$ cat config.mk
export PLATFORM = sky130hd
export DESIGN_NAME = pvs_ctrl
export DESIGN_NICKNAME = d
export VERILOG_FILES = /design/src/pvs_pkg.sv /design/src/pvs_ctrl.sv
export VERILOG_INCLUDE_DIRS = /design/src /design/src/src
export SDC_FILE = /design/constraint.sdc
export NUM_CORES = 1
export LEC_CHECK = 0
export ABC_AREA = 0
export ABC_CLOCK_PERIOD_IN_PS = 4520
export BUFFER_PORTS_ARGS = -buffer_cell sky130_fd_sc_hd__buf_4
export CAP_MARGIN = 20
export CORE_AREA = 8 8 45 47
export CTS_CLUSTER_DIAMETER = 30
export DETAILED_ROUTE_END_ITERATION = 10
export DIE_AREA = 0 0 53 55
export PLACE_DENSITY_LB_ADDON = 0.2
export SETUP_SLACK_MARGIN = 0.1
export SYNTH_ARGS = -nofsm -noshare
export SYNTH_HDL_FRONTEND = slang
export SYNTH_SLANG_ARGS = --single-unit
$ cat constraint.sdc
create_clock -name clk -period 4.52 [get_ports clk]
set_clock_uncertainty 0.2 [all_clocks]
set_input_delay 0.904 -clock clk [delete_from_list [all_inputs] [get_ports clk]]
set_output_delay 0.904 -clock clk [all_outputs]
set_load 0.01 [all_outputs]
$ cat src/palette_voxel_store_sampler_defines.svh
// Assertion macros for the palette voxel store and sampler; the controller uses them.
`ifndef PALETTE_VOXEL_STORE_SAMPLER_DEFINES_SVH
`define PALETTE_VOXEL_STORE_SAMPLER_DEFINES_SVH

// Same-cycle implication, checked on every rising edge outside reset.
`define PVS_ASSERT_IMPL(name, ante, cons) \
    name: assert property (@(posedge clk) disable iff (!rst_n) (ante) |-> (cons)) \
        else $error("pvs: same-cycle check failed");

// Next-cycle implication, checked on every rising edge outside reset.
`define PVS_ASSERT_NEXT(name, ante, cons) \
    name: assert property (@(posedge clk) disable iff (!rst_n) (ante) |=> (cons)) \
        else $error("pvs: next-cycle check failed");

`endif

$ cat src/pvs_pkg.sv
// Package with the types, constants and helper functions of the voxel store and sampler.
`default_nettype none

package pvs_pkg;

    localparam int MAX_CHANNELS = 8;
    localparam int MAX_PALETTE  = 256;
    localparam int INDEX_WORDS  = 1024;

    localparam logic [31:0] FILE_MAGIC = 32'h0070_6C67;

    localparam int PAL_DEPTH = MAX_CHANNELS * MAX_PALETTE;
    localparam int IDX_DEPTH = MAX_CHANNELS * INDEX_WORDS;
    localparam int PAL_AW    = (PAL_DEPTH > 1) ? $clog2(PAL_DEPTH) : 1;
    localparam int IDX_AW    = (IDX_DEPTH > 1) ? $clog2(IDX_DEPTH) : 1;

    localparam int RANK_W  = (MAX_CHANNELS > 1) ? $clog2(MAX_CHANNELS) : 1;
    localparam int RANKX_W = RANK_W + 1;
    localparam int LEN_W   = $clog2(MAX_PALETTE + 1);
    localparam int COUNT_W = 6;
    localparam int BITS_W  = 5;
    localparam int PER_W   = 6;
    localparam int SHIFT_W = 5;

    localparam int WC_BIG = (MAX_PALETTE > INDEX_WORDS) ? MAX_PALETTE : INDEX_WORDS;
    localparam int WC_W   = $clog2(((WC_BIG > 6) ? WC_BIG : 6) + 1);

    // Voxel totals are kept saturated; this width holds any total that fits in memory.
    localparam int TOT_W  = $clog2(INDEX_WORDS * 32 + 1) + 1;
    localparam logic [TOT_W-1:0] TOT_CAP = '1;
    localparam int RCP_K   = TOT_W;
    localparam int RCP_ONE = 2 ** RCP_K;

    typedef enum logic [1:0] {
        OP_LOAD    = 2'd0,
        OP_SAMPLE  = 2'd1,
        OP_RESTART = 2'd2,
        OP_NONE    = 2'd3
    } pvs_op_t;

    typedef enum logic [2:0] {
        ST_OK         = 3'd0,
        ST_TAKEN      = 3'd1,
        ST_COMPLETE   = 3'd2,
        ST_BAD_MAGIC  = 3'd3,
        ST_CAPACITY   = 3'd4,
        ST_ABSENT     = 3'd5,
        ST_OUTSIDE    = 3'd6,
        ST_NOT_LOADED = 3'd7
    } pvs_status_t;

    typedef enum logic [2:0] {
        PH_MAGIC   = 3'd0,
        PH_RANGE   = 3'd1,
        PH_MASK    = 3'd2,
        PH_SIZES   = 3'd3,
        PH_PALETTE = 3'd4,
        PH_INDEX   = 3'd5,
        PH_DONE    = 3'd6,
        PH_FAIL    = 3'd7
    } pvs_phase_t;

    typedef enum logic [3:0] {
        CS_IDLE,
        CS_LOAD,
        CS_MISC,
        CS_CHECK,
        CS_MUL1,
        CS_MUL2,
        CS_DIV1,
        CS_DIV2,
        CS_IDX,
        CS_PAL,
        CS_RESP
    } pvs_state_t;

    typedef struct packed {
        pvs_op_t            operation;
        logic [31:0]        stream_word;
        logic signed [31:0] sample_x;
        logic signed [31:0] sample_y;
        logic signed [31:0] sample_z;
        logic [4:0]         channel_bit;
    } pvs_req_t;

    typedef struct packed {
        logic [31:0] sample_value;
        pvs_status_t status;
    } pvs_rsp_t;

    typedef struct packed {
        logic capture;
        logic load;
        logic misc;
        logic check;
        logic mul1;
        logic mul2;
        logic div1;
        logic div2;
        logic idx;
        logic pal;
    } pvs_cmd_t;

    typedef struct packed {
        pvs_op_t op;
        logic    early;
        logic    one_entry;
        logic    idx_ok;
    } pvs_stat_t;

    // Number of index bits for a palette of the given length.
    function automatic logic [BITS_W-1:0] bits_for(input logic [LEN_W-1:0] len);
        logic [LEN_W-1:0]  v;
        logic [BITS_W-1:0] b;
        v = len - LEN_W'(1);
        b = '0;
        if (len > LEN_W'(1))
        begin
            for (int i = 0; i < LEN_W; i++)
            begin
                if (v[i])
                begin
                    b = BITS_W'(i + 1);
                end
            end
        end
        return b;
    endfunction

    // Voxels held in one 32-bit index word.
    function automatic logic [PER_W-1:0] per_of(input logic [BITS_W-1:0] b);
        logic [PER_W-1:0] p;
        case (b) inside
            5'd1:           p = 6'd32;
            5'd2:           p = 6'd16;
            5'd3:           p = 6'd10;
            5'd4:           p = 6'd8;
            5'd5:           p = 6'd6;
            5'd6:           p = 6'd5;
            [5'd7 : 5'd8]:  p = 6'd4;
            [5'd9 : 5'd10]: p = 6'd3;
            [5'd11 : 5'd16]: p = 6'd2;
            default:        p = 6'd0;
        endcase
        return p;
    endfunction

    // Scaled reciprocal of the voxels per word, rounded down.
    function automatic logic [TOT_W-1:0] rcp_of(input logic [BITS_W-1:0] b);
        logic [TOT_W-1:0] r;
        case (b) inside
            5'd1:           r = TOT_W'(RCP_ONE / 32);
            5'd2:           r = TOT_W'(RCP_ONE / 16);
            5'd3:           r = TOT_W'(RCP_ONE / 10);
            5'd4:           r = TOT_W'(RCP_ONE / 8);
            5'd5:           r = TOT_W'(RCP_ONE / 6);
            5'd6:           r = TOT_W'(RCP_ONE / 5);
            [5'd7 : 5'd8]:  r = TOT_W'(RCP_ONE / 4);
            [5'd9 : 5'd10]: r = TOT_W'(RCP_ONE / 3);
            [5'd11 : 5'd16]: r = TOT_W'(RCP_ONE / 2);
            default:        r = '0;
        endcase
        return r;
    endfunction

    function automatic logic [COUNT_W-1:0] popcount32(input logic [31:0] v);
        logic [COUNT_W-1:0] n;
        n = '0;
        for (int i = 0; i < 32; i++)
        begin
            n = n + COUNT_W'(v[i]);
        end
        return n;
    endfunction

    function automatic logic [TOT_W-1:0] sat_tot(input logic [63:0] v);
        logic [TOT_W-1:0] r;
        if (v > 64'(TOT_CAP))
        begin
            r = TOT_CAP;
        end
        else
        begin
            r = v[TOT_W-1:0];
        end
        return r;
    endfunction

endpackage

`default_nettype wire

$ cat src/pvs_ctrl.sv
// Controller state machine that sequences loads, restarts, idle requests and samples.
`default_nettype none
`include "palette_voxel_store_sampler_defines.svh"

module pvs_ctrl import pvs_pkg::*; (
    input  logic      clk,
    input  logic      rst_n,
    input  logic      start,
    input  pvs_stat_t stat,
    output pvs_cmd_t  cmd,
    output logic      busy,
    output logic      done
);

    pvs_state_t state_reg, state_next;

    always_ff @(posedge clk or negedge rst_n)
    begin
        if (!rst_n)
        begin
            state_reg <= CS_IDLE;
        end
        else
        begin
            state_reg <= state_next;
        end
    end

    always_comb
    begin
        state_next = state_reg;
        cmd        = '0;
        unique case (state_reg)
            CS_IDLE:
            begin
                if (start)
                begin
                    cmd.capture = 1'b1;
                    unique case (stat.op) inside
                        OP_LOAD:             state_next = CS_LOAD;
                        OP_SAMPLE:           state_next = CS_CHECK;
                        OP_RESTART, OP_NONE: state_next = CS_MISC;
                        default:             state_next = CS_MISC;
                    endcase
                end
            end
            CS_LOAD:
            begin
                cmd.load   = 1'b1;
                state_next = CS_RESP;
            end
            CS_MISC:
            begin
                cmd.misc   = 1'b1;
                state_next = CS_RESP;
            end
            CS_CHECK:
            begin
                cmd.check = 1'b1;
                if (stat.early)
                begin
                    state_next = CS_RESP;
                end
                else if (stat.one_entry)
                begin
                    state_next = CS_PAL;
                end
                else
                begin
                    state_next = CS_MUL1;
                end
            end
            CS_MUL1:
            begin
                cmd.mul1   = 1'b1;
                state_next = CS_MUL2;
            end
            CS_MUL2:
            begin
                cmd.mul2   = 1'b1;
                state_next = CS_DIV1;
            end
            CS_DIV1:
            begin
                cmd.div1   = 1'b1;
                state_next = CS_DIV2;
            end
            CS_DIV2:
            begin
                cmd.div2   = 1'b1;
                state_next = CS_IDX;
            end
            CS_IDX:
            begin
                cmd.idx    = 1'b1;
                state_next = stat.idx_ok ? CS_PAL : CS_RESP;
            end
            CS_PAL:
            begin
                cmd.pal    = 1'b1;
                state_next = CS_RESP;
            end
            CS_RESP:
            begin
                state_next = CS_IDLE;
            end
            default:
            begin
                state_next = CS_IDLE;
            end
        endcase
    end

    assign busy = (state_reg != CS_IDLE);
    assign done = (state_reg == CS_RESP);

    `PVS_ASSERT_NEXT(a_accept_busy, start && !busy, busy)
    `PVS_ASSERT_NEXT(a_done_single, done, !done)
    `PVS_ASSERT_IMPL(a_done_busy, done, busy)
    `PVS_ASSERT_IMPL(a_cmd_onehot, 1'b1, $onehot0({cmd.load, cmd.misc, cmd.check, cmd.mul1, cmd.mul2, cmd.div1, cmd.div2, cmd.idx, cmd.pal}))

endmodule

`default_nettype wire

==> results.yml, run 1 <==
outcome:
  status: "completed"
synth:
  syn_area_per_cell_um2: 6.84
  synth-seq-cells: 4
  yosysMostFrequentCell: "nor2_1"
  yosysWarnings: 0
  synthArstFlopShare: 1.00
  synth_top_area_frac: 0.271
  syn_inst: 54
  synth-edff-count: 0
  synth_fp_nets: 62
  synth_seq_area_share: 0.271
  netlist_area_um2: 369
  synth_cell_type_count: 22
  synth_flop_cell: "dfrtp_1"
  post-synth-top-area-cell: "dfrtp_1"
  synth_common_cells: "nor2_1, nor3_1, nand2b_1, dfrtp_1, o21ai_0"
  ys_top_cells_by_area: "dfrtp_1, nor2_1, nand2b_1"
grt:
  grt_pass1_vias: 406
  grt_max_degree: 18
  grt_usage: 0.0800
  grt_remaining_overflow: 0
  antenna_found_initial: 0
  grt_pass1_wl_um: 1720
drt:
  firstDrtPassIters: 4
  drt-initial-drc-count: 5
  wl_um: 1010
  wire_per_inst_um: 11.5
  vias: 425
  viasPerCell: 4.83
  antenna_left: 0
  drc_errors: 0
setup_path:
  critPathCaptureType: "output pin"
  crit_arrival_ns: 1.55
  critPathRequiredTime_ns: 3.42
  worstPathMaxFanout: 17
  worstSetupStartpointType: "register"
  setup.worst_path.class: "reg -> out"
cells_and_area:
  stdcell_count: 88
  diodes: 0
  layout-area-overhead-vs-synth_pct: 45.1
  fin_nets: 82
  largest_reg_flops: 4
  utilization: 0.387
  drive_above_1_share: 0.333
floorplan:
  die_h_um: 55
  core_um2: 1380
  fp.dieW_um: 53
  initial_core_util: 0.267
  num_rows: 14
  die-area_um2: 2920
  pin_count: 20
cts:
  clock_sinks: 4
  cts_root_buffer: "clkbuf_4"
  cts_tree: "yes"
  holdBufCountCts: 0
  cts_made_buffers: 3
  clock_tree.buffer_depth: 2
  path_clk_slew_ns: 0.03
  cts_resized: 0
  post_cts_buffers: 0
  ctsHtreeMaxLevel: 1
  clk_latency_ns: 0.23
power:
  peakVddDrop_uv: 252
  power_density_nw_per_um2: 542
  p_leak_nw: 0.241
timing:
  worst_pin_slew_ns: 0.473
  setup_violations: 0
  fmax_ghz: 0.376
  hold_ws_ns: 0.261
  hold_viol: 0
  grt_setup_unrepaired: "false"
  drv_slew: 0
  finalCritPeriodShare: 0.588
  fin_crit_ns: 2.66
  setup_tns_ns: 0
  max_slew_margin: 0.685
placement:
  dp_hpwl_um: 779
  io_buffers: 19
  placed_cells: 85
  gp_congestion: 0.815
hold_path:
  worstHoldPathType: "in -> async"
flow_run:
  max-cap-violations: 0
==> worst max-delay path, stage by stage (launching register included) <==
cell	delay [ns]
dfrtp_1	0.53
or4_4	0.56
nor2_1	0.10
buf_4	0.13
==> final cells by class <==
cell class,count,area (um2)
Clock buffer,3,22.5
Fill cell,150,848
Sequential cell,4,100
Inverter,1,3.75
Tap cell,16,20.0
Timing Repair Buffer,19,143
Multi-Input combinational cell,45,246
==> stage by stage <==
stage | worst slack, ns | power (W) | cell area (um2)
2_1_floorplan | 2.30 | 0.000191 | 369
3_3_place_gp | 2.13 | 0.000250 | 513
3_5_place_dp | 2.11 | 0.000249 | 513
4_1_cts | 1.86 | 0.000294 | 536
5_1_grt | 1.78 | 0.000322 | 536
6_report | 1.86 | 0.000290 | 536
==> power by group <==
part	switching, W	leakage, nW	internal (W)
Sequential	0.0000439	0.0511	0.0000485
Combinational	0.0000710	0.177	0.0000847
Clock	0.0000124	0.0138	0.0000295
==> per-layer routing <==
layer / up-vias / global-route usage / part of all wire
met2: 12 / 0.117 / 0.50
met5: - / 0 / 0
met1: 191 / 0.0841 / 0.41
li1: 222 / - / -
met4: 0 / 0.0647 / 0
met3: 0 / 0.0428 / 0.087
==> path summary, 6_finish.rpt <==
| kind | startpoint | end | slack (ns) | depth (start not counted) |
|---|---|---|---|---|
| worst max-delay path | state_reg[3] | cmd[9] | 1.86 | 3 |
| worst min-delay path | rst_n | state_reg[2] | 0.26 | 1 |
| worst max register to register | state_reg[3] | state_reg[1] | 2.83 | 3 |
| worst min register to register | state_reg[0] | state_reg[2] | 0.54 | 2 |
| max in group asynchronous | rst_n | state_reg[1] | 3.76 | 1 |
| min in group clk | state_reg[0] | state_reg[2] | 0.54 | 2 |
==> logic make-up after synthesis <==
group,count (synthesis),synth area share
and+or+nand+nor,32,0.458
AOI/OAI and AO/OA,13,0.210
buffers and inverters,5,0.0610
DFF,4,0.271
==> placed cells by master (no fill, tap or decap) <==
master,n
a21oi_1,3
a31oi_1,2
and3b_1,1
buf_4,19
clkbuf_4,3
dfrtp_1,4
inv_1,1
nand2_1,3
nand2b_1,5
nand3_1,1
nand3b_1,1
nor2_1,11
nor3_1,6
nor3b_1,1
o21a_1,1
o21ai_0,4
o21ai_1,1
o21ba_2,1
o21bai_1,1
or2b_1,1
or4_1,1
or4_4,1
Note: power is estimated with default switching activity, not from simulation.
==> inputs of run 2 (changes only) <==
- ABC_CLOCK_PERIOD_IN_PS: 4520 -> 2220
- clock period: 4.52 -> 2.22 ns (I/O delays scaled with it)
==> results.yml, run 2 (synthesized netlist as in run 1, its figures left out) <==
timing:
  finalCritPeriodShare: 0.922
  max_slew_margin: 0.813
  grt_setup_unrepaired: "false"
  hold_viol: 0
  setup_tns_ns: 0
  fin_ws_ns: 0.173
  worst_pin_slew_ns: 0.278
  setup_violations: 0
  fmax_ghz: 0.489
  fin_crit_ns: 2.05
  drv_slew: 0
power:
  p_leak_nw: 0.266
  peakVddDrop_uv: 323
  switching_share: 0.426
  clkPwrFrac: 0.138
  power_density_nw_per_um2: 1100
  power_switching_w: 0.000271
  p_seq_frac: 0.201
  pwr-share-comb: 0.662
  p_int_w: 0.000365
cts:
  clk_latency_ns: 0.23
  clock_tree.buffer_depth: 2
  cts_tree: "yes"
  cts_root_buffer: "clkbuf_4"
  clock_sinks: 4
  post_cts_buffers: 0
  path_clk_slew_ns: 0.04
  ctsHtreeMaxLevel: 1
  cts_made_buffers: 3
floorplan:
  core_um2: 1380
  die_h_um: 55
  initial_core_util: 0.267
  fp.dieW_um: 53
  die-area_um2: 2920
  pin_count: 20
  num_rows: 14
cells_and_area:
  fin_nets: 87
  num-fill-cells: 143
  largest_reg_flops: 4
  diodes: 0
  layout_commonest_cell: "buf_4"
  seq_area_um2: 100
  layout-area-overhead-vs-synth_pct: 55.9
  layout_common_cells: "buf_4, nor2_1, nor3_1"
  drive_above_1_share: 0.364
  multiInputGateArea_um2: 246
placement:
  io_buffers: 19
  post-place-ws_ns: 0.416
  gp_congestion: 0.747
  dp_hpwl_um: 836
drt:
  drc_errors: 0
  firstDrtPassIters: 4
  drt-initial-drc-count: 13
  antenna_left: 0
  vias: 455
  viasPerCell: 4.89
  wire_per_inst_um: 11.5
  wl_um: 1070
flow_run:
  max-cap-violations: 0
grt:
  grt_pass1_vias: 416
  grt_remaining_overflow: 0
  grt_usage: 0.0756
  grt_pass1_wl_um: 1650
  antenna_found_initial: 0
  grt_max_degree: 14
setup_path:
  slowest_delay_ns: 0.51
  critPathCaptureType: "output pin"
  cp_slowest_cell: "or4_4"
  setup.worst_path.class: "reg -> out"
  crit_arrival_ns: 1.40
  worstPathMaxFanout: 8
  critPathRequiredTime_ns: 1.58
  worstPathCellList: "or4_4 > nor2_1 > buf_4"
  worstSetupStartpointType: "register"
outcome:
  status: "completed"
hold_path:
  worstHoldPathType: "in -> reg"
run 2: cell types whose count changed in the layout (fill, tap and decap cells not counted), sizes merged:
cell / before / now
buf: 19 / 23
dlygate4sd3: 0 / 1
run 2: timing repair:
item / CTS / global route
resized for setup: 0 / 0
hold buffers: 1 / 0
endpoints found under the hold margin: 4 / 0
run 2: path summary, 6_finish.rpt:
| kind | startpoint | endpoint | slack [ns] | cells after the start |
|---|---|---|---|---|
| min reg2reg | state_reg[0] | state_reg[2] | 0.51 | 3 |
| min | stat[2] | state_reg[0] | 0.32 | 3 |
| max | state_reg[3] | cmd[9] | 0.17 | 3 |
| max in group asynchronous | rst_n | state_reg[3] | 1.38 | 2 |
| min in group asynchronous | rst_n | state_reg[1] | 0.35 | 2 |
| max reg2reg | state_reg[3] | state_reg[0] | 0.62 | 4 |
run 2: layout make-up:
cell class              instances  share of cell area
clock buffers                   3              0.0391
flip-flops and latches          4               0.174
repair buffers                 24               0.317
well taps                      16              0.0348
multi-input cells              45               0.428
inverters                       1             0.00652
run 2: metrics by stage:
| stage | util | total power [W] | hold slack, ns | std cells | area, um2 |
|---|---|---|---|---|---|
| finish | 0.416 | 0.000636 | 0.316 | 93 | 576 |
| global route | 0.416 | 0.000691 | 0.313 | 93 | 576 |
| CTS | 0.416 | 0.000643 | 0.306 | 93 | 576 |
| detailed placement | 0.392 | 0.000550 | 0.0431 | 89 | 543 |
| global placement | 0.392 | 0.000552 | 0.0420 | 89 | 543 |
| floorplan | - | 0.000388 | -0.0516 | 54 | 369 |
run 2: power groups by stage:
stage	clock network, W	logic [W]	registers [W]
after floorplan	0	0.000264	0.000124
after global placement	0	0.000426	0.000126
after detailed placement	0	0.000423	0.000127
after CTS	0.0000901	0.000426	0.000127
after global routing	0.0000945	0.000464	0.000133
final	0.0000875	0.000421	0.000127
run 2: critical path: cells and delay by family (launching register included):
kind,cells,cell delay [ns]
buffers and inverters,1,0.12
flip-flops,1,0.44
AND/OR/NAND/NOR,2,0.61
run 2: routing by layer:
layer  track usage  share of wire  vias to the layer above
met5             0              0                        -
met4        0.0647          0.018                        0
met3        0.0267          0.077                        2
met2         0.111           0.49                       10
li1              -              -                      239
met1        0.0858           0.42                      204
